[config.mk]
export PLATFORM = sky130hd
export DESIGN_NAME = mfw_luma
export DESIGN_NICKNAME = d
export VERILOG_FILES = /design/src/rtl/mfw_pkg.sv /design/src/rtl/mfw_luma.sv
export SDC_FILE = /design/constraint.sdc
export NUM_CORES = 1
export LEC_CHECK = 0
export BUFFER_PORTS_ARGS = -buffer_cell sky130_fd_sc_hd__buf_4
export CORE_ASPECT_RATIO = 0.8
export CORE_MARGIN = 1
export CORE_UTILIZATION = 60
export DETAILED_ROUTE_END_ITERATION = 12
export PLACE_DENSITY = 0.81
export SLEW_MARGIN = 20
export SYNTH_ARGS = -nofsm -noshare
export SYNTH_HDL_FRONTEND = slang
export SYNTH_SLANG_ARGS = --single-unit
[constraint.sdc]
create_clock -name vclk -period 7.5
set_input_delay 0.75 -clock vclk [all_inputs]
set_output_delay 0.75 -clock vclk [all_outputs]
set_load 0.02 [all_outputs]
[src/rtl/mfw_pkg.sv]
// ----------------------------------------------------------------------------
// mfw_pkg
// shared sizes, codes, types and expansion tables of the mono frame writer
// ----------------------------------------------------------------------------
package mfw_pkg;

  localparam int PANEL_WIDTH  = 240;
  localparam int PANEL_HEIGHT = 320;

  localparam int LINE_STRIDE = (PANEL_WIDTH + 7) / 8;
  localparam int STORE_BYTES = LINE_STRIDE * PANEL_HEIGHT;

  localparam int ADDR_W = $clog2(STORE_BYTES);
  localparam int COL_W  = $clog2(PANEL_WIDTH);
  localparam int ROW_W  = $clog2(PANEL_HEIGHT + 1);
  localparam int CUR_W  = 17;
  localparam int REG_W  = 16;
  localparam int IDX_W  = 4;
  localparam int BADDR_W = 14;

  // register indexes
  localparam logic [IDX_W-1:0] REG_AREA_LEFT   = IDX_W'(0);
  localparam logic [IDX_W-1:0] REG_AREA_TOP    = IDX_W'(1);
  localparam logic [IDX_W-1:0] REG_AREA_RIGHT  = IDX_W'(2);
  localparam logic [IDX_W-1:0] REG_AREA_BOTTOM = IDX_W'(3);

  // operation codes
  localparam logic OP_PIXEL = 1'b0;
  localparam logic OP_READ  = 1'b1;

  // status codes
  localparam logic STATUS_OK       = 1'b0;
  localparam logic STATUS_INVERTED = 1'b1;

  localparam logic [7:0] BYTE_FILL = 8'hFF;
  localparam logic [7:0] MSB_MASK  = 8'h80;

  // luma of 128 or more after the /1000 means weighted sum of 128000 or more
  localparam int LUMA_W = 18;
  localparam logic [LUMA_W-1:0] LUMA_LIMIT = LUMA_W'(128 * 1000);
  localparam logic [9:0] WEIGHT_R = 10'd299;
  localparam logic [9:0] WEIGHT_G = 10'd587;
  localparam logic [9:0] WEIGHT_B = 10'd114;

  localparam logic signed [CUR_W-1:0] PANEL_W_S = CUR_W'(PANEL_WIDTH);
  localparam logic signed [CUR_W-1:0] PANEL_H_S = CUR_W'(PANEL_HEIGHT);

  // 5 bit channel to 8 bits, v * 255 / 31 truncated, as a constant lookup
  function automatic logic [7:0] exp5(logic [4:0] v);
    logic [7:0] t;
    t = '0;
    for (int i = 0; i < 32; i++) begin
      if (v == 5'(i)) t = 8'((i * 255) / 31);
    end
    return t;
  endfunction

  // 6 bit channel to 8 bits, v * 255 / 63 truncated, as a constant lookup
  function automatic logic [7:0] exp6(logic [5:0] v);
    logic [7:0] t;
    t = '0;
    for (int i = 0; i < 64; i++) begin
      if (v == 6'(i)) t = 8'((i * 255) / 63);
    end
    return t;
  endfunction

  // raster position of the current pixel as seen by the datapath
  typedef struct packed {
    logic              reject;
    logic              on_panel;
    logic              last;
    logic [ADDR_W-1:0] addr;
    logic [2:0]        bit_sel;
  } pix_pos_t;

endpackage

[src/rtl/mfw_luma.sv]
// ----------------------------------------------------------------------------
// mfw_luma
// rgb565 to 8-bit channels, weighted luma sum and threshold
// ----------------------------------------------------------------------------
module mfw_luma
  import mfw_pkg::*;
(
  input  logic [15:0] pixel,
  output logic        bright
);

  logic [7:0]        r8, g8, b8;
  logic [LUMA_W-1:0] sum;

  always_comb begin
    r8 = exp5(pixel[15:11]);
    g8 = exp6(pixel[10:5]);
    b8 = exp5(pixel[4:0]);
    sum = LUMA_W'(r8) * LUMA_W'(WEIGHT_R) + LUMA_W'(g8) * LUMA_W'(WEIGHT_G) +
          LUMA_W'(b8) * LUMA_W'(WEIGHT_B);
    bright = (sum >= LUMA_LIMIT);
  end

endmodule

# [After elaboration in Yosys (flattened, before gate mapping)]
# Cells that the tools add are included.
# W data, S select, Z words.
[classes] eq_ne=125 mul=3 magnitude_cmp=1 addsub=2 mux=125
[ops] operator="$mux W8" n=122
[ops] operator="$eq A6 B6 Y1 const B" n=32
[ops] operator="$eq A5 B5 Y1 const B" n=32
[ops] operator="$eq A6 B5 Y1 const B" n=16
[ops] operator="$eq A5 B4 Y1 const B" n=16
[ops] operator="$eq A6 B4 Y1 const B" n=8
[ops] operator="$eq A5 B3 Y1 const B" n=8
[ops] operator="$eq A6 B3 Y1 const B" n=4
[ops] operator="$eq A5 B2 Y1 const B" n=4
[ops] operator="$add A17 B18 Y18" n=1
[ops] operator="$add A18 B15 Y18" n=1
[ops] operator="$ge A18 B17 Y1 const B" n=1
[ops] operator="$mul A8 B10 Y18 const B" n=1
[ops] operator="$mul A8 B9 Y17 const B" n=1
[ops] operator="$mul A8 B6 Y14 const B" n=1
[ops] operator="$eq A6 B2 Y1 const B" n=2
[ops] operator="$eq A5 B1 Y1 const B" n=2
[ops] operator="$mux W4" n=2
[ops] operator="$eq A6 B1 Y1 const B" n=1
[ops] operator="$mux W3" n=1
[word_totals] regBits=0 out_inout_bits=1 wordCells=256 inputBits=16

# [Logic depth before layout (Yosys ltp)]
[logic_depth] word_depth=68 depth_mapped=34 ltp_nobuf=34

# [Least setup slack after synthesis]
# Ideal clock, no wire load.
[synth_timing] kind="input-to-output" start="in pixel[3]" end="out bright" path_stages=32 n_path_buf=0 arrival_time_ps=7609 slack_ps=-859 t_required_ps=6750 cell_sequence="inv_1 > ha_1 > nor2b_1 > nor2_1 > inv_1 > a211oi_1 > a21oi_1 > fa_1 > inv_1 > fa_1 > inv_1 > ha_1 > ha_1 > inv_1 > fa_1 > xnor2_1 > ha_1 > inv_1 > fa_1 > inv_1 > fa_1 > inv_1 > fa_1 > inv_1 > ha_1 > nand3_1 > a21oi_2 > a221o_1 > xnor2_1 > a2111oi_2 > o311ai_1 > o31ai_2"
[synth_between] elab_chain_cells=35 word_cells_on_any_way=65 cone_classes="add/sub (1); mul (1); order compare (1); eq/ne (31); mux (31)"
[synth_rtl] item="start: declaration" line="mfw_luma.sv:8" text="input logic [15:0] pixel,"
[synth_rtl] item="$eq A5 B1 Y1" line="mfw_pkg.sv:53" text="if (v == 5'(i)) t = 8'((i * 255) / 31);"
[synth_rtl] item="$mux W4" line="mfw_pkg.sv:53"
[synth_rtl] item="$mux W8 (29 in a row)" line="mfw_pkg.sv:53"
[synth_rtl] item="$mux W8 (*)" line="mfw_pkg.sv:53"
[synth_rtl] item="$mul A8 B6 Y14 (*)" line="mfw_luma.sv:20" text="LUMA_W'(b8) * LUMA_W'(WEIGHT_B);"
[synth_rtl] item="$add A18 B15 Y18 (*)" line="mfw_luma.sv:19" text="sum = LUMA_W'(r8) * LUMA_W'(WEIGHT_R) + LUMA_W'(g8) * LUMA_W'(WEIGHT_G) +"
[synth_rtl] item="$ge A18 B17 Y1 (*)" line="mfw_luma.sv:21" text="bright = (sum >= LUMA_LIMIT);"
[synth_rtl] item="end: declaration" line="mfw_luma.sv:9" text="output logic bright"
# Mark *: on every way between the ends. The rest lies on a longest branch, timed or not.

# [Final worst setup path]
# Ends and elaborated chain as after synthesis.

==> metrics.md <==
| Metric | Value |
|---|---|
| RSZ-0062 raised after global routing | `yes` |
| Max_slew headroom | `0.6493` |
| Slack of the critical path | `-0.7743 ns` |
| CP Class | `input port to primary output` |
| Yosys warning count | `0` |
| Core area | `6571 um^2` |
| Post-route cell area | `4975 um^2` |
| Number of global-route vias before repair | `3,590` |
| Drt first pass iters | `4` |
| Antenna violations before repair | `0` |
| Synth unique cells | `40` |
| Wire length on met1 | `4.111 mm` |
| Rows | `26` |
| Final Max Slew Viols | `0` |
| Post-synth top area share | `0.3376` |
| Multi-input logic area | `3820 um^2` |
| CP peak stage delay | `0.57 ns` |
| Nets | `722` |
| Share of cells above drive strength 1 | `0.2069` |
| Worst Path Max Fanout | `4` |
| ANT cells | `0` |
| Post-route setup TNS | `-0.7743 ns` |
| Post-Synthesis Cells | `464` |
| Synthesis-to-layout area growth | `18.16%` |
| Synth top cells by count | `inv_1 (139), ha_1 (111), fa_1 (71)` |
| Final hold slack | `2.498 ns` |
| Initial DRC Count | `171` |
| Antenna Nets Post-Route | `0` |
| Met2 WL | `4.773 mm` |
| DP Area | `4837 um^2` |
| Die X | `95.66 um` |
| Largest net degree at the start of global routing | `9` |
| Worst-Margin Slew | `0.5194 ns` |
| Die H | `76.93 um` |
| Met3 wire length | `305 um` |
| Gpl congestion | `0.9293` |
| Die area | `7358 um^2` |
| # clk buffers | `0` |
| I/O Buffers | `17` |
| CP max-delay cell | `fa_1` |
| Area leader, netlist | `fa_1` |
| Setup crit end kind | `primary output` |
| Critical path arrival | `7.52 ns` |
| Fillers | `442` |
| Clock period minus worst slack | `8.274 ns` |
| Final setup vio count | `1` |
| Register area | `0 um^2` |
| Mean area per synthesized cell | `9.074 um^2` |
| Crit start category | `input port` |
| Final worst-path cycle share | `1.103` |
| Core Util, Final | `0.7570` |
| Max Used Layer | `met4` |
| Initial Util | `0.6407` |
| Failing checks | `negative setup slack` |
| Final sequential cell count | `0` |
| Register area share after synthesis | `0` |
| Detailed Place HPWL | `8.127 mm` |
| Data required time of the worst path | `6.75 ns` |
| DRC | `0` |
| Max-Cap Viols | `0` |
| Top-count cell post-synth | `inv_1` |
| Hold Vio Cnt, Final | `0` |
| Hold bufs inserted after CTS | `0` |
| FMAX | `120.9 MHz` |
| GRT overflow | `0` |
| Status | `finished with violations` |
| Boundary pin count | `17` |
| Post-Syn Nets | `662` |
| Synth top area cells | `fa_1 (34%), ha_1 (33%), inv_1 (12%)` |
| Worst hold path type | `input port to primary output` |
| First-pass GRT wire length | `15.87 mm` |
| Total track usage | `0.2725` |
| Vias per cell | `5.360` |
| WL final | `9.317 mm` |
| Vias post-DR | `3,248` |
| Avg WL per Cell | `15.37 um` |
| Cell area after synthesis | `4210 um^2` |
==> kinds of logic after synthesis <==
kind of cell | share of synthesized area
compound gates | 0.09689
xor+xnor | 0.03120
fa+ha+maj | 0.6698
buf+inv | 0.1302
mux | 0.004755
simple gates | 0.06716
==> metal layers <==
layer | vias to the layer above | GRT usage
li1 | 1576 | -
met1 | 1598 | 0.3718
met2 | 60 | 0.4843
met3 | 14 | 0.01290
met4 | 0 | 0.04030
met5 | - | 0
==> stage by stage <==
step | worst slack (ns) | cells
3_3_place_gp | -0.6896 | 602
4_1_cts | -0.7486 | 605
6_report | -0.7743 | 606
2_1_floorplan | -0.4079 | 464
5_1_grt | -1.074 | 606
3_5_place_dp | -0.8810 | 602
==> cell usage in the layout, fill, tap and decap left out, types with 2 or more instances in the layout <==
cell       netlist  layout
nand2_1         15      14
a211o_1          2       2
nand3_1          4       3
inv_1          139     128
nor3_1           3       3
ha_1           111     103
a21oi_2          2       8
xor2_1           5       5
o21ai_0         12      12
ha_4             0       6
buf_12           0       2
inv_2            0       9
o21bai_1         4       4
xnor2_1         10       9
ha_2             0       2
nor2_2           0       2
nor2b_1          9       7
o311ai_0         2       2
mux2i_1          2       2
a21oi_1         15       9
a21o_1           5       5
nor2_1          17      15
nand2b_1         3       3
a211oi_1         3       2
buf_4            0      63
o2111ai_1        2       2
nor2b_4          0       2
fa_1            71      70
nor3b_1          2       2
==> final timing paths <==
path | from | end | slack [ns] | depth (start not counted)
hold / removal | pixel[10] | bright | 2.50 | 8
setup / recovery | pixel[3] | bright | -0.77 | 34
==> cell type report <==
type,count,area share
tap,84,0.02113
timing repair buffer,65,0.1031
inverter,139,0.1079
multi-input combinational,318,0.7679
==> timing repair <==
action / 4_1_cts / 5_1_grt
setup endpoints to repair: 1 / 1
pin swaps: 20 / 20
resized for setup: 10 / 17
setup buffers: 3 / 1
==> critical path, delay by kind of cell <==
kind / cells / cell delay [ns]
AOI/OAI and AO/OA: 8 / 1.62
xor gates and xnor gates: 2 / 0.30
adders and majority gates: 11 / 3.91
buffers and inverters: 10 / 0.65
and+or+nand+nor: 3 / 0.29
Power is not shown: default switching activity piles up to over one toggle a cycle in this logic, so the estimate is an artifact.
