### config.mk
export PLATFORM = sky130hd
export DESIGN_NAME = mfw_cursor
export DESIGN_NICKNAME = d
export VERILOG_FILES = /design/src/rtl/mfw_pkg.sv /design/src/rtl/mfw_cursor.sv
export SDC_FILE = /design/constraint.sdc
export NUM_CORES = 1
export LEC_CHECK = 0
export CORE_MARGIN = 2
export CORE_UTILIZATION = 50
export CTS_CLUSTER_SIZE = 12
export DETAILED_ROUTE_END_ITERATION = 10
export DONT_BUFFER_PORTS = 1
export GPL_TIMING_DRIVEN = 0
export PLACE_DENSITY = 0.7
export SLEW_MARGIN = 20
export SYNTH_ARGS = -nofsm -noshare
export SYNTH_HDL_FRONTEND = slang
export SYNTH_SLANG_ARGS = --single-unit
### constraint.sdc
create_clock -name clk -period 5.5 [get_ports clk]
set_input_delay 1.1 -clock clk [delete_from_list [all_inputs] [get_ports clk]]
set_output_delay 1.1 -clock clk [all_outputs]
set_load 0.01 [all_outputs]
### src/rtl/mfw_pkg.sv
// ----------------------------------------------------------------------------
// mfw_pkg
// shared sizes, codes, types and expansion tables of the mono frame writer
// ----------------------------------------------------------------------------
package mfw_pkg;

  localparam int PANEL_WIDTH  = 240;
  localparam int PANEL_HEIGHT = 320;

  localparam int LINE_STRIDE = (PANEL_WIDTH + 7) / 8;
  localparam int STORE_BYTES = LINE_STRIDE * PANEL_HEIGHT;

  localparam int ADDR_W = $clog2(STORE_BYTES);
  localparam int COL_W  = $clog2(PANEL_WIDTH);
  localparam int ROW_W  = $clog2(PANEL_HEIGHT + 1);
  localparam int CUR_W  = 17;
  localparam int REG_W  = 16;
  localparam int IDX_W  = 4;
  localparam int BADDR_W = 14;

  // register indexes
  localparam logic [IDX_W-1:0] REG_AREA_LEFT   = IDX_W'(0);
  localparam logic [IDX_W-1:0] REG_AREA_TOP    = IDX_W'(1);
  localparam logic [IDX_W-1:0] REG_AREA_RIGHT  = IDX_W'(2);
  localparam logic [IDX_W-1:0] REG_AREA_BOTTOM = IDX_W'(3);

  // operation codes
  localparam logic OP_PIXEL = 1'b0;
  localparam logic OP_READ  = 1'b1;

  // status codes
  localparam logic STATUS_OK       = 1'b0;
  localparam logic STATUS_INVERTED = 1'b1;

  localparam logic [7:0] BYTE_FILL = 8'hFF;
  localparam logic [7:0] MSB_MASK  = 8'h80;

  // luma of 128 or more after the /1000 means weighted sum of 128000 or more
  localparam int LUMA_W = 18;
  localparam logic [LUMA_W-1:0] LUMA_LIMIT = LUMA_W'(128 * 1000);
  localparam logic [9:0] WEIGHT_R = 10'd299;
  localparam logic [9:0] WEIGHT_G = 10'd587;
  localparam logic [9:0] WEIGHT_B = 10'd114;

  localparam logic signed [CUR_W-1:0] PANEL_W_S = CUR_W'(PANEL_WIDTH);
  localparam logic signed [CUR_W-1:0] PANEL_H_S = CUR_W'(PANEL_HEIGHT);

  // 5 bit channel to 8 bits, v * 255 / 31 truncated, as a constant lookup
  function automatic logic [7:0] exp5(logic [4:0] v);
    logic [7:0] t;
    t = '0;
    for (int i = 0; i < 32; i++) begin
      if (v == 5'(i)) t = 8'((i * 255) / 31);
    end
    return t;
  endfunction

  // 6 bit channel to 8 bits, v * 255 / 63 truncated, as a constant lookup
  function automatic logic [7:0] exp6(logic [5:0] v);
    logic [7:0] t;
    t = '0;
    for (int i = 0; i < 64; i++) begin
      if (v == 6'(i)) t = 8'((i * 255) / 63);
    end
    return t;
  endfunction

  // raster position of the current pixel as seen by the datapath
  typedef struct packed {
    logic              reject;
    logic              on_panel;
    logic              last;
    logic [ADDR_W-1:0] addr;
    logic [2:0]        bit_sel;
  } pix_pos_t;

endpackage

### src/rtl/mfw_cursor.sv
// ----------------------------------------------------------------------------
// mfw_cursor
// area registers and raster cursor, yields byte address and bit of a pixel
// ----------------------------------------------------------------------------
module mfw_cursor
  import mfw_pkg::*;
(
  input  logic             clk,
  input  logic             rst,
  input  logic             cfg_we,
  input  logic [IDX_W-1:0] cfg_idx,
  input  logic [REG_W-1:0] cfg_wdata,
  input  logic             step,
  output pix_pos_t         pos
);

  logic signed [CUR_W-1:0] area_left, area_top, area_right, area_bottom;
  logic signed [CUR_W-1:0] cursor_col, cursor_row;
  logic signed [CUR_W-1:0] cfg_sext;
  logic                    col_wrap, row_wrap;

  assign cfg_sext = CUR_W'(signed'(cfg_wdata));
  assign col_wrap = (cursor_col >= area_right);
  assign row_wrap = (cursor_row >= area_bottom);

  always_comb begin
    pos.reject   = (area_left > area_right) || (area_top > area_bottom);
    pos.on_panel = (cursor_col >= 0) && (cursor_col < PANEL_W_S) &&
                   (cursor_row >= 0) && (cursor_row < PANEL_H_S);
    pos.last     = col_wrap && row_wrap;
    pos.addr     = ADDR_W'(ADDR_W'(cursor_row[ROW_W-1:0]) * ADDR_W'(LINE_STRIDE)) +
                   ADDR_W'(cursor_col[COL_W-1:3]);
    pos.bit_sel  = cursor_col[2:0];
  end

  always_ff @(posedge clk) begin
    if (rst) begin
      area_left   <= '0;
      area_top    <= '0;
      area_right  <= CUR_W'(239);
      area_bottom <= CUR_W'(319);
      cursor_col  <= '0;
      cursor_row  <= '0;
    end else if (cfg_we) begin
      case (cfg_idx)
        REG_AREA_LEFT: begin
          area_left  <= cfg_sext;
          cursor_col <= cfg_sext;
          cursor_row <= area_top;
        end
        REG_AREA_TOP: begin
          area_top   <= cfg_sext;
          cursor_col <= area_left;
          cursor_row <= cfg_sext;
        end
        REG_AREA_RIGHT: begin
          area_right <= cfg_sext;
          cursor_col <= area_left;
          cursor_row <= area_top;
        end
        REG_AREA_BOTTOM: begin
          area_bottom <= cfg_sext;
          cursor_col  <= area_left;
          cursor_row  <= area_top;
        end
        default: begin
        end
      endcase
    end else if (step && !pos.reject) begin
      if (col_wrap) begin
        cursor_col <= area_left;
        cursor_row <= row_wrap ? area_top : cursor_row + CUR_W'(1);
      end else begin
        cursor_col <= cursor_col + CUR_W'(1);
      end
    end
  end

endmodule

Word-level counts from Yosys, hierarchy flattened
Index checks and enable logic that the tools add are counted.
{"block": "totals", "reg_bits": 98, "output_inout_bits": 20}
{"block": "classes", "add_sub_neg": 3, "mul": 1, "order_cmp": 8, "eq_ne": 5, "mux": 9, "n_reduce_logical": 18}
{"cell": "17-bit two-way mux", "n": 7}
{"cell": "17-bit one-hot mux with 2 select lines", "n": 2}
{"cell": "17-bit by 2-bit adder with 17-bit output (second input constant)", "n": 2}
{"cell": "17-bit by 1-bit greater-or-equal comparator with 1-bit output (second input constant)", "n": 2}
{"cell": "17-bit by 16-bit greater-or-equal comparator with 1-bit output", "n": 2}
{"cell": "16-bit > comparator", "n": 2}
{"cell": "17-bit by 10-bit < comparator with 1-bit output (second input constant)", "n": 1}
{"cell": "17-bit by 9-bit < comparator with 1-bit output (second input constant)", "n": 1}
{"cell": "14-bit by 5-bit adder with 14-bit output", "n": 1}
{"cell": "9-bit by 4-bit multiplier with 13-bit output (second input constant)", "n": 1}
{"cell": "2-bit AND reduction", "n": 5}
{"cell": "4-bit by 2-bit == test with 1-bit output (second input constant)", "n": 2}
{"cell": "3-bit by 2-bit != test with 1-bit output (second input constant)", "n": 2}
{"cell": "3-bit OR reduction", "n": 2}
{"cell": "1-bit logical AND", "n": 5}
{"cell": "4-bit by 1-bit == test with 1-bit output (second input constant)", "n": 1}
{"cell": "4-bit logical NOT", "n": 1}
{"cell": "2-bit nonzero test", "n": 2}
{"cell": "3-bit AND reduction", "n": 1}
{"cell": "1-bit logical NOT", "n": 1}
{"cell": "1-bit logical OR", "n": 1}

Longest topological paths before layout
Gate-level depths: netlist (run 1).
{"block": "depth", "word_depth": 6, "depth_mapped": 13, "depth_no_buf": 13}

Worst setup path after synthesis (run 1)
No wires, ideal clock.
{"block": "synth_path", "path_type": "reg-to-output", "startpoint": "register cursor_row[2]", "endpoint": "output port pos[15] (netlist name)", "arrival_ns": 3.379, "required_ns": 4.400, "path_slack_ns": 1.021, "path_stages_with_launch": 14, "path_buffers": 0, "cell_sequence": "dfxtp_1 > inv_1 > fa_1 > fa_1 > inv_1 > ha_1 > nor2b_1 > o31a_1 > o21ai_0 > nand2_1 > xnor2_1 > nor3_1 > nand3_1 > xnor2_1"}
{"item": "start, declared", "line": "mfw_cursor.sv:18", "text": "logic signed [CUR_W-1:0] cursor_col, cursor_row;"}
{"item": "start signal, assigned", "line": "mfw_cursor.sv:49", "text": "cursor_row <= area_top;"}
{"item": "start signal, assigned", "line": "mfw_cursor.sv:54", "text": "cursor_row <= cfg_sext;"}
{"item": "start signal, assigned", "line": "mfw_cursor.sv:59", "text": "cursor_row <= area_top;"}
{"item": "end, declared", "line": "mfw_cursor.sv:14", "text": "output pix_pos_t pos"}

==> results of run 1 <==
critical path: stages (launching register included):
cell,delay (ns)
dfxtp_1,0.41
fa_1,0.60
inv_1,0.06
fa_1,0.46
fa_1,0.50
inv_1,0.04
ha_1,0.30
a21oi_1,0.10
nor4b_1,0.47
nand3_1,0.21
nor2_1,0.20
nand4_1,0.14
xnor2_1,0.27
synthesized netlist by cell type, drive strengths merged, types with 3 or more instances:
cell / count
xor2: 9
o211ai: 17
mux2i: 30
and3: 12
nand2b: 4
a222oi: 8
nand3: 30
ha: 94
a21oi: 69
nor2b: 10
nor3b: 3
and2: 3
inv: 79
nor3: 10
xnor2: 30
a221oi: 4
fa: 16
and4: 6
buf: 9
o221ai: 6
nand4: 15
nand2: 103
o31ai: 15
a21o: 10
o21a: 5
o32ai: 4
o2111ai: 8
or3: 4
nor2: 80
or2: 3
o21ai: 32
o31a: 3
nand3b: 3
a211oi: 29
clkbuf: 31
dfxtp: 98
nor4: 9
logic make-up after synthesis:
family,synth area share (%)
AOI/OAI and AO/OA,20.3
xor gates and xnor gates,4.58
adders and majority gates,20.1
buffers and inverters,6.32
DFF,26.3
muxes,4.02
and+or+nand+nor,18.4
final timing paths:
path | to | slack, ns | depth (start not counted)
min | area_bottom[9]$_SDFFE_PP0P_ | 0.46 | 2
min reg2reg | area_bottom[9]$_SDFFE_PP0P_ | 0.46 | 2
max reg2reg | cursor_row[3]$_SDFFE_PP0P_ | 1.82 | 11
max | pos[16] | 0.27 | 12
per-stage QoR:
stage	cells	utilization [%]	setup slack, ns
floorplan	917	-	1.02
global placement	1101	52.9	0.703
detailed placement	1101	52.9	0.667
CTS	1117	54.9	0.277
global route	1117	54.9	0.0247
finish	1117	54.9	0.274
registers in the layout, summed over array words and instances (netlist names):
signal and flops:
area_bottom 16, area_left 16, cursor_col 17, area_right 16
cursor_row 17, area_top 16
cells in the final DEF (no fill, tap or decap), types with 4 or more instances in the layout:
master     count
a211oi_1      28
a21o_1        10
a21oi_1       69
a221oi_1       4
a222oi_1       8
and3_1        12
and4_1         6
buf_4          6
clkbuf_1      31
clkbuf_16      9
dfxtp_1       97
fa_1          16
ha_1          94
inv_1         79
mux2i_1       30
nand2_1      103
nand2b_1       4
nand3_1       30
nand4_1       15
nor2_1        80
nor2b_1       10
nor3_1         9
nor4_1         9
o2111ai_1      8
o211ai_1      17
o21a_1         5
o21ai_0       32
o221ai_1       6
o31ai_1       15
o32ai_1        4
or3_1          4
xnor2_1       30
xor2_1         9
area by class of cell:
class / instances / area [µm²] / area share, %
buffer: 40 / 175 / 2.19
clock buffer: 10 / 239 / 2.99
clock inverter: 6 / 47.5 / 0.596
inverter: 79 / 297 / 3.71
multi-input combinational: 700 / 5030 / 63.0
sequential: 98 / 1960 / 24.6
tap: 184 / 230 / 2.88
layer usage:
metal | GRT usage (%) | vias to the layer above | wire (µm)
met4 | 11.1 | 0 | 707
li1 | - | 3307 | -
met1 | 38.1 | 3188 | 9720
met5 | 0 | - | 0
met3 | 5.31 | 57 | 1790
met2 | 41.7 | 291 | 9520
where the power goes:
group | total, W | switching (W) | internal, W
clock | 0.000632 | 0.000308 | 0.000324
combinational | 0.000703 | 0.000439 | 0.000264
sequential | 0.000804 | 0.0000596 | 0.000744
total | 0.00214 | 0.000807 | 0.00133
==> results.md, run 1 <==
* Antenna diode count at 0
* Skew-Pair Late Insertion Delay at 0.36 ns
* Final hold violation count at 0
* Finished Cell Area at 0.00798 mm²
* Crit path time final at 5.23 ns
* CTS Hold Bufs at 0
* CTS Buffer Depth at 2
* H-Tree Depth at 3
* Gr usage total at 27.4%
* CORE AREA at 0.0145 mm²
* Global-route wire length before repair at 34300 µm
* Synthesized net count at 1051
* Cell area after synthesis at 0.00746 mm²
* DRC at 0
* Via-to-Cell Ratio at 6.13
* Height of the die at 126 µm
* Antenna violations before repair at 0
* DR WL/cell at 19.5 µm
* Worst Clk Skew at 0.00917 ns
* Yosys reg bits at 98
* Port bufs at 0
* Leak at 3.31 nW
* Final setup vio count at 0
* Yosys warnings at 0
* Pwr per Cell Area at 268 mW/mm²
* Clk root buf: clkbuf_16
* Startpoint Class: register
* Area grow syn2layout at 7.01%
* Num rows at 44
* Max Cap Viol at 0
* Start point of the critical path: cursor_row[0]$_SDFFE_PP0P_
* Post-CTS Setup Repair Bufs at 0
* Worst hold start: area_bottom[9]$_SDFFE_PP0P_
* Number of synthesized flops with an enable pin at 0
* Max Slew Vio Count at 0
* CP Capture Type: primary output
* Grt ovf at 0
* Final #Nets at 1062
* Number of clock buffers inserted by TritonCTS at 9
* Tot Pwr at 0.00214 W
* Fillers at 1413
* Die area at 0.0159 mm²
* Top-area cell type share of the netlist area at 26.3%
* RSZ-0062 raised after global routing: no
* Final TNS setup at 0 ns
* Distinct cell type count after synthesis at 55
* DP HPWL at 16600 µm
* Slew @ Worst Pin at 0.910 ns
* Slew headroom at 39.3%
* Layout cells sized above 1 at 3.22%
* Vias in the first global route at 6450
* Clk sink count at 98
* Clock transition at path regs at 0.07 ns
* Post-synth top area cell: dfxtp_1
* Vias at 6843
* Synth area leaders: dfxtp_1, ha_1, nand2_1
* Antenna-violating nets left at 0
* GPL Wtd Cong at 0.974
* Starting Density at 51.3%
* Worst Path Required at 4.40 ns
* Async set-reset flop share out of synthesis at 0%
* Crit Path Class: reg -> out
* Post-synth top flop: dfxtp_1
* Status: finished clean
* WHS at 0.455 ns
* Worst endpoint data arrival time at 4.13 ns
* Die X at 126 µm
* F_max at 191 MHz
* R2r startpoint: area_bottom[13]$_SDFFE_PP0P_
* Post-cts resize count at 0
* CTS tree: done
* Hold Crit Class: reg -> reg
* DR iter-0 viols at 730
* Peak VDD IR at 0.000230 V
* Pin count of the biggest net entering global routing at 18
* Avg Cell Area, Syn at 8.14 µm²
* Pre-antenna DRT Iters at 6
* Register area share after synthesis at 26.3%
* Post-Route WL at 21700 µm
* # IOs at 44
* Mapped Cells at 917
* CP max FO at 6
* Placed instance area at 0.00769 mm²
* Period utilisation layout at 95.0%
(Power assumes the default switching activity.)
==> inputs of run 2 (changes only) <==
GPL_TIMING_DRIVEN = 1   (was 0)
SLEW_MARGIN = unset   (was 20)
==> run 2 against run 1 <==
Register-to-register slack worse by 0.19 ns; total power is 4.0% higher; clock power grew 18%; non-clock buffer count is 33 lower; highest routed layer unchanged; critical endpoint is now pos[15]; combinational power fell by 3.4%; critical path type unchanged; largest power group unchanged.
==> results.md, run 2 (synthesis results as in run 1) <==
* Status: finished clean
* DR WL/cell at 18.7 µm
* Dpl cells at 1068
* Fillers at 1423
* Worst Clk Skew at 0.00880 ns
* CTS tree: done
* Top Registers: cursor_col: 17 flops, cursor_row: 17 flops
* Finished Cell Area at 0.00795 mm²
* Buffers and inverters on the worst path at 2
* Post-Route WL at 20300 µm
* Die area at 0.0159 mm²
* R2r setup slk at 1.63 ns
* Crit Path Class: reg -> out
* Reg-to-reg critical path endpoint: cursor_row[0]$_SDFFE_PP0P_
* Switching pwr at 0.000754 W
* Skew-Pair Late Insertion Delay at 0.36 ns
* Crit path time final at 5.14 ns
* Vias in the first global route at 6363
* R2r startpoint: area_right[15]$_SDFFE_PP0P_
* DP HPWL at 15000 µm
* Clock power share at 33.4%
* Hold EP: area_bottom[10]$_SDFFE_PP0P_
* H-Tree Depth at 3
* Max Slew Vio Count at 0
* Height of the die at 126 µm
* Area grow syn2layout at 6.59%
* Clk root buf: clkbuf_16
* Worst Path Required at 4.40 ns
* WHS at 0.453 ns
* Port bufs at 0
* Slew @ Worst Pin at 1.08 ns
* Num rows at 44
* Final #Nets at 1029
* Commonest non-fill, non-tap cell in the layout: nand2_1
* Reg2Reg Depth at 10
* Vias at 6608
* Peak VDD IR at 0.000189 V
* Tot Pwr at 0.00222 W
* Commonest non-fill, non-tap cells in the layout: nand2_1, dfxtp_1, ha_1
* Starting Density at 51.3%
* GPL Wtd Cong at 0.977
* F_max at 194 MHz
* Antenna diode count at 0
* DR iter-0 viols at 570
* Layout cells sized above 1 at 3.67%
* Pre-antenna DRT Iters at 5
* CTS Buffer Depth at 2
* Final Non-Filler Cells at 1083
* Worst stage delay on the critical path at 0.51 ns
* Antenna-violating nets left at 0
* Hold path cells at 2
* Crit-path cells: inv_1, fa_1, fa_1, inv_1, ha_1, nor2b_1, o31a_1, o21ai_0, nand2_1, xnor2_1, nor3_1, nand3_1, xnor2_1
* Pwr per Cell Area at 280 mW/mm²
* Clk sink count at 98
* Worst endpoint data arrival time at 4.04 ns
* Final setup vio count at 0
* Antenna violations before repair at 0
* Startpoint Class: register
* Final TNS setup at 0 ns
* Switch share at 33.9%
* Pin count of the biggest net entering global routing at 88
* Via-to-Cell Ratio at 6.10
* Gr usage total at 26.0%
* Slew headroom at 27.6%
* CP max-delay cell: fa_1
* Hold Crit Class: reg -> reg
* Global-route wire length before repair at 33300 µm
* Leak at 3.30 nW
* CP max FO at 7
* Final hold violation count at 0
* RSZ-0062 raised after global routing: no
* CORE AREA at 0.0145 mm²
* CP Capture Type: primary output
* Period utilisation layout at 93.5%
* Die X at 126 µm
* Grt ovf at 0
* Max Cap Viol at 0
* CP delay by family, top: adder cells
* Logic pwr share at 30.5%
* Placed instance area at 0.00758 mm²
* Sequential power share at 36.0%
* # IOs at 44
* Clock transition at path regs at 0.06 ns
* DRC at 0
* Worst hold start: area_bottom[10]$_SDFFE_PP0P_
* Pint at 0.00147 W
* Number of clock buffers inserted by TritonCTS at 9
==> run 2: per-stage QoR <==
step           setup WS (ns)  utilization, %
6_report               0.355            54.7
5_1_grt               0.0228            54.7
4_1_cts                0.306            54.6
3_5_place_dp           0.694            52.2
3_3_place_gp           0.779            52.2
2_1_floorplan           1.02               -
==> run 2: cell type report <==
| type | count | area [µm²] | area share, % |
|---|---|---|---|
| sequential | 98 | 1960 | 24.7 |
| clock inverter | 4 | 98.8 | 1.24 |
| tap | 184 | 230 | 2.89 |
| multi-input combinational | 700 | 5060 | 63.6 |
| inverter | 79 | 297 | 3.73 |
| clock buffer | 11 | 253 | 3.18 |
| timing repair buffer | 7 | 52.6 | 0.661 |
==> run 2: layer usage <==
layer  part of all wire [%]  global-route usage, %  vias to the layer above
met5                      0                      0                        -
met4                    2.4                   8.02                        0
met3                    7.1                   5.95                       43
met2                     45                   41.7                      203
met1                     45                   35.0                     3119
li1                       -                      -                     3243
==> run 2: tightest hold or removal path: cells and delay by family (launching register included) <==
| family | cells | cell delay, ns |
|---|---|---|
| flops | 1 | 0.31 |
| compound gates | 1 | 0.05 |
| simple gates | 1 | 0.05 |
==> run 2: what timing repair did <==
item | CTS | global route
hold endpoints to repair | 0 | 0
setup endpoints to repair | 0 | 2
hold buffers | 0 | 0
setup buffers | 0 | 0
gates resized for setup | 0 | 4
==> run 2: worst max path at each step <==
| stage | start | to | slack [ns] | cells after the start |
|---|---|---|---|---|
| finish | cursor_row[2]$_SDFFE_PP0P_ | pos[15] | 0.36 | 13 |
| global route | cursor_row[2]$_SDFFE_PP0P_ | pos[15] | 0.02 | 13 |
| CTS | cursor_row[2]$_SDFFE_PP0P_ | pos[16] | 0.31 | 12 |
| detailed placement | cursor_row[2]$_SDFFE_PP0P_ | pos[16] | 0.69 | 12 |
| global placement | cursor_row[2]$_SDFFE_PP0P_ | pos[16] | 0.78 | 12 |
| floorplan | cursor_row[2]$_SDFFE_PP0P_ | pos[15] | 1.02 | 13 |
==> run 2: power by group through the flow <==
stage	clock network, W	registers [W]	logic [W]
2_1_floorplan	0	0.000798	0.000547
3_3_place_gp	0	0.000816	0.000660
3_5_place_dp	0	0.000817	0.000667
4_1_cts	0.000758	0.000800	0.000672
5_1_grt	0.000781	0.000807	0.000764
6_report	0.000744	0.000802	0.000679
==> inputs of run 3 (changes only) <==
RECOVER_POWER = 100   (was unset)
==> run 3 against run 2 <==
Clock skew is 0.0010 ns higher; clock-buffer cell count stayed put; final cell count stayed put; setup slack worse by 0.0047 ns; sequential share of layout area is 0.15 points higher; the run now ends with max-capacitance violations, max-slew violations left; routed wire length hardly changed; global-route usage stayed put; largest cell class unchanged; fmax hardly changed; total power hardly changed; register-to-register slack worse by 0.83 ns.
==> results.md, run 3 (synthesis results as in run 1) <==
* Post-CTS Setup Repair Bufs at 0
* Antenna-violating nets left at 0
* Post-Route WL at 20300 µm
* Worst endpoint data arrival time at 4.05 ns
* Commonest non-fill, non-tap cells in the layout: nand2_1, dfxtp_1, ha_1
* Final TNS setup at 0 ns
* Antenna diode count at 0
* Slew headroom at -12.8%
* Placed instance area at 0.00758 mm²
* RSZ-0062 raised after global routing: no
* F_max at 194 MHz
* Top Registers: cursor_col: 17 flops, cursor_row: 17 flops
* R2r startpoint: area_right[15]$_SDFFE_PP0P_
* DR iter-0 viols at 582
* Number of clock buffers inserted by TritonCTS at 9
* Status: finished, violations left
* Pre-antenna DRT Iters at 6
* Clk root buf: clkbuf_16
* Die X at 126 µm
* Finished Cell Area at 0.00791 mm²
* CTS Buffer Depth at 2
* CTS tree: done
* Switching pwr at 0.000757 W
* Dpl cells at 1068
* Slew @ Worst Pin at 1.67 ns
* CP max FO at 7
* Starting Density at 51.3%
* Worst Clk Skew at 0.00984 ns
* Pin count of the biggest net entering global routing at 88
* CP Capture Type: primary output
* Height of the die at 126 µm
* Failing checks: max-capacitance violations, max-slew violations
* # IOs at 44
* CTS Hold Bufs at 0
* Clk sink count at 98
* Worst stage delay on the critical path at 0.51 ns
* Max Slew Vio Count at 13
* Die area at 0.0159 mm²
* Pwr per Cell Area at 282 mW/mm²
* Sequential power share at 36.0%
* GPL Wtd Cong at 0.977
* Logic pwr share at 30.3%
* Final #Nets at 1029
* R2r setup slk at 0.80 ns
* Start point of the critical path: cursor_row[2]$_SDFFE_PP0P_
* Final setup vio count at 0
* CORE AREA at 0.0145 mm²
* DR WL/cell at 18.8 µm
* Startpoint Class: register
* DRC at 0
* Peak VDD IR at 0.000192 V
* Antenna violations before repair at 0
* Switch share at 34.0%
* Final Non-Filler Cells at 1083
* Vias at 6632
* Crit Path Class: reg -> out
* CP max-delay cell: fa_1
* Skew-Pair Late Insertion Delay at 0.36 ns
* DP HPWL at 15000 µm
* Fillers at 1433
* Period utilisation layout at 93.6%
* Worst Path Required at 4.40 ns
* Global-route wire length before repair at 33300 µm
* Leak at 3.27 nW
* Worst hold start: area_bottom[12]$_SDFFE_PP0P_
* Max Cap Viol at 1
* Layout cells sized above 1 at 2.78%
* Crit-path cells: inv_1, fa_1, fa_1, inv_1, ha_1, nor2b_1, o31a_1, o21ai_0, nand2_1, xnor2_1, nor3_1, nand3_1, xnor2_1
* H-Tree Depth at 3
* Hold Crit Class: reg -> reg
* Num rows at 44
* Pint at 0.00147 W
* Final hold violation count at 0
* Vias in the first global route at 6363
* Via-to-Cell Ratio at 6.12
* Area grow syn2layout at 5.95%
* Commonest non-fill, non-tap cell in the layout: nand2_1
* Clock transition at path regs at 0.07 ns
* Tot Pwr at 0.00223 W
* Clock power share at 33.6%
* Crit path time final at 5.15 ns
* Port bufs at 0
* Grt ovf at 0
* Fin worst setup slack at 0.351 ns
* Gr usage total at 26.0%
* Post-place setup slack at 0.694 ns
[run 3: cell count changes in the layout (fill, tap and decap cells not counted), sizes merged]
| cell | change |
|---|---|
| buf | -5 |
| clkbuf | +5 |
[run 3: path summary, 6_finish.rpt]
kind / end / depth (start not counted)
setup / recovery: pos[15] / 13
hold / removal: area_bottom[12]$_SDFFE_PP0P_ / 2
setup reg to reg: cursor_row[15]$_SDFFE_PP0P_ / 11
hold reg to reg: area_bottom[12]$_SDFFE_PP0P_ / 2
[run 3: area by class of cell]
class	count	area [µm²]	share of cell area, %
clock buffer	11	253	3.20
clock inverter	4	98.8	1.25
timing repair buffer	7	33.8	0.427
sequential	98	1960	24.8
inverter	79	297	3.75
multi-input combinational	700	5030	63.6
tap	184	230	2.91
[run 3: through the flow]
step | utilization [%] | hold slack, ns
global placement | 52.2 | 0.438
global route | 54.4 | 0.483
CTS | 54.6 | 0.451
detailed placement | 52.2 | 0.443
finish | 54.4 | 0.453
floorplan | - | 0.436
[run 3: power groups by stage]
stage / clock, W / sequential (W) / combinational [W]
global placement: 0 / 0.000816 / 0.000660
floorplan: 0 / 0.000798 / 0.000547
detailed placement: 0 / 0.000817 / 0.000667
finish: 0.000748 / 0.000802 / 0.000675
CTS: 0.000758 / 0.000800 / 0.000672
global route: 0.000781 / 0.000807 / 0.000762
[run 3: worst max-delay path: cells and delay by family, from the launching register on]
family	cells	cell delay (ns)
AOI/OAI and AO/OA	2	0.49
xor gates and xnor gates	2	0.45
adders and majority gates	3	1.34
buffers and inverters	2	0.20
DFF	1	0.49
and+or+nand+nor	4	0.73
[run 3: routing by layer]
layer	vias to the layer above	GRT usage (%)	wire length [µm]
li1	3251	-	-
met5	-	0	0
met3	35	5.95	1350
met2	202	41.7	9250
met4	0	8.02	457
met1	3144	35.0	9250
[run 3: what timing repair did]
| item | 4_1_cts | 5_1_grt |
|---|---|---|
| setup endpoints to repair | 0 | 2 |
| gates resized for setup | 0 | 4 |
| hold endpoints to repair | 0 | 0 |
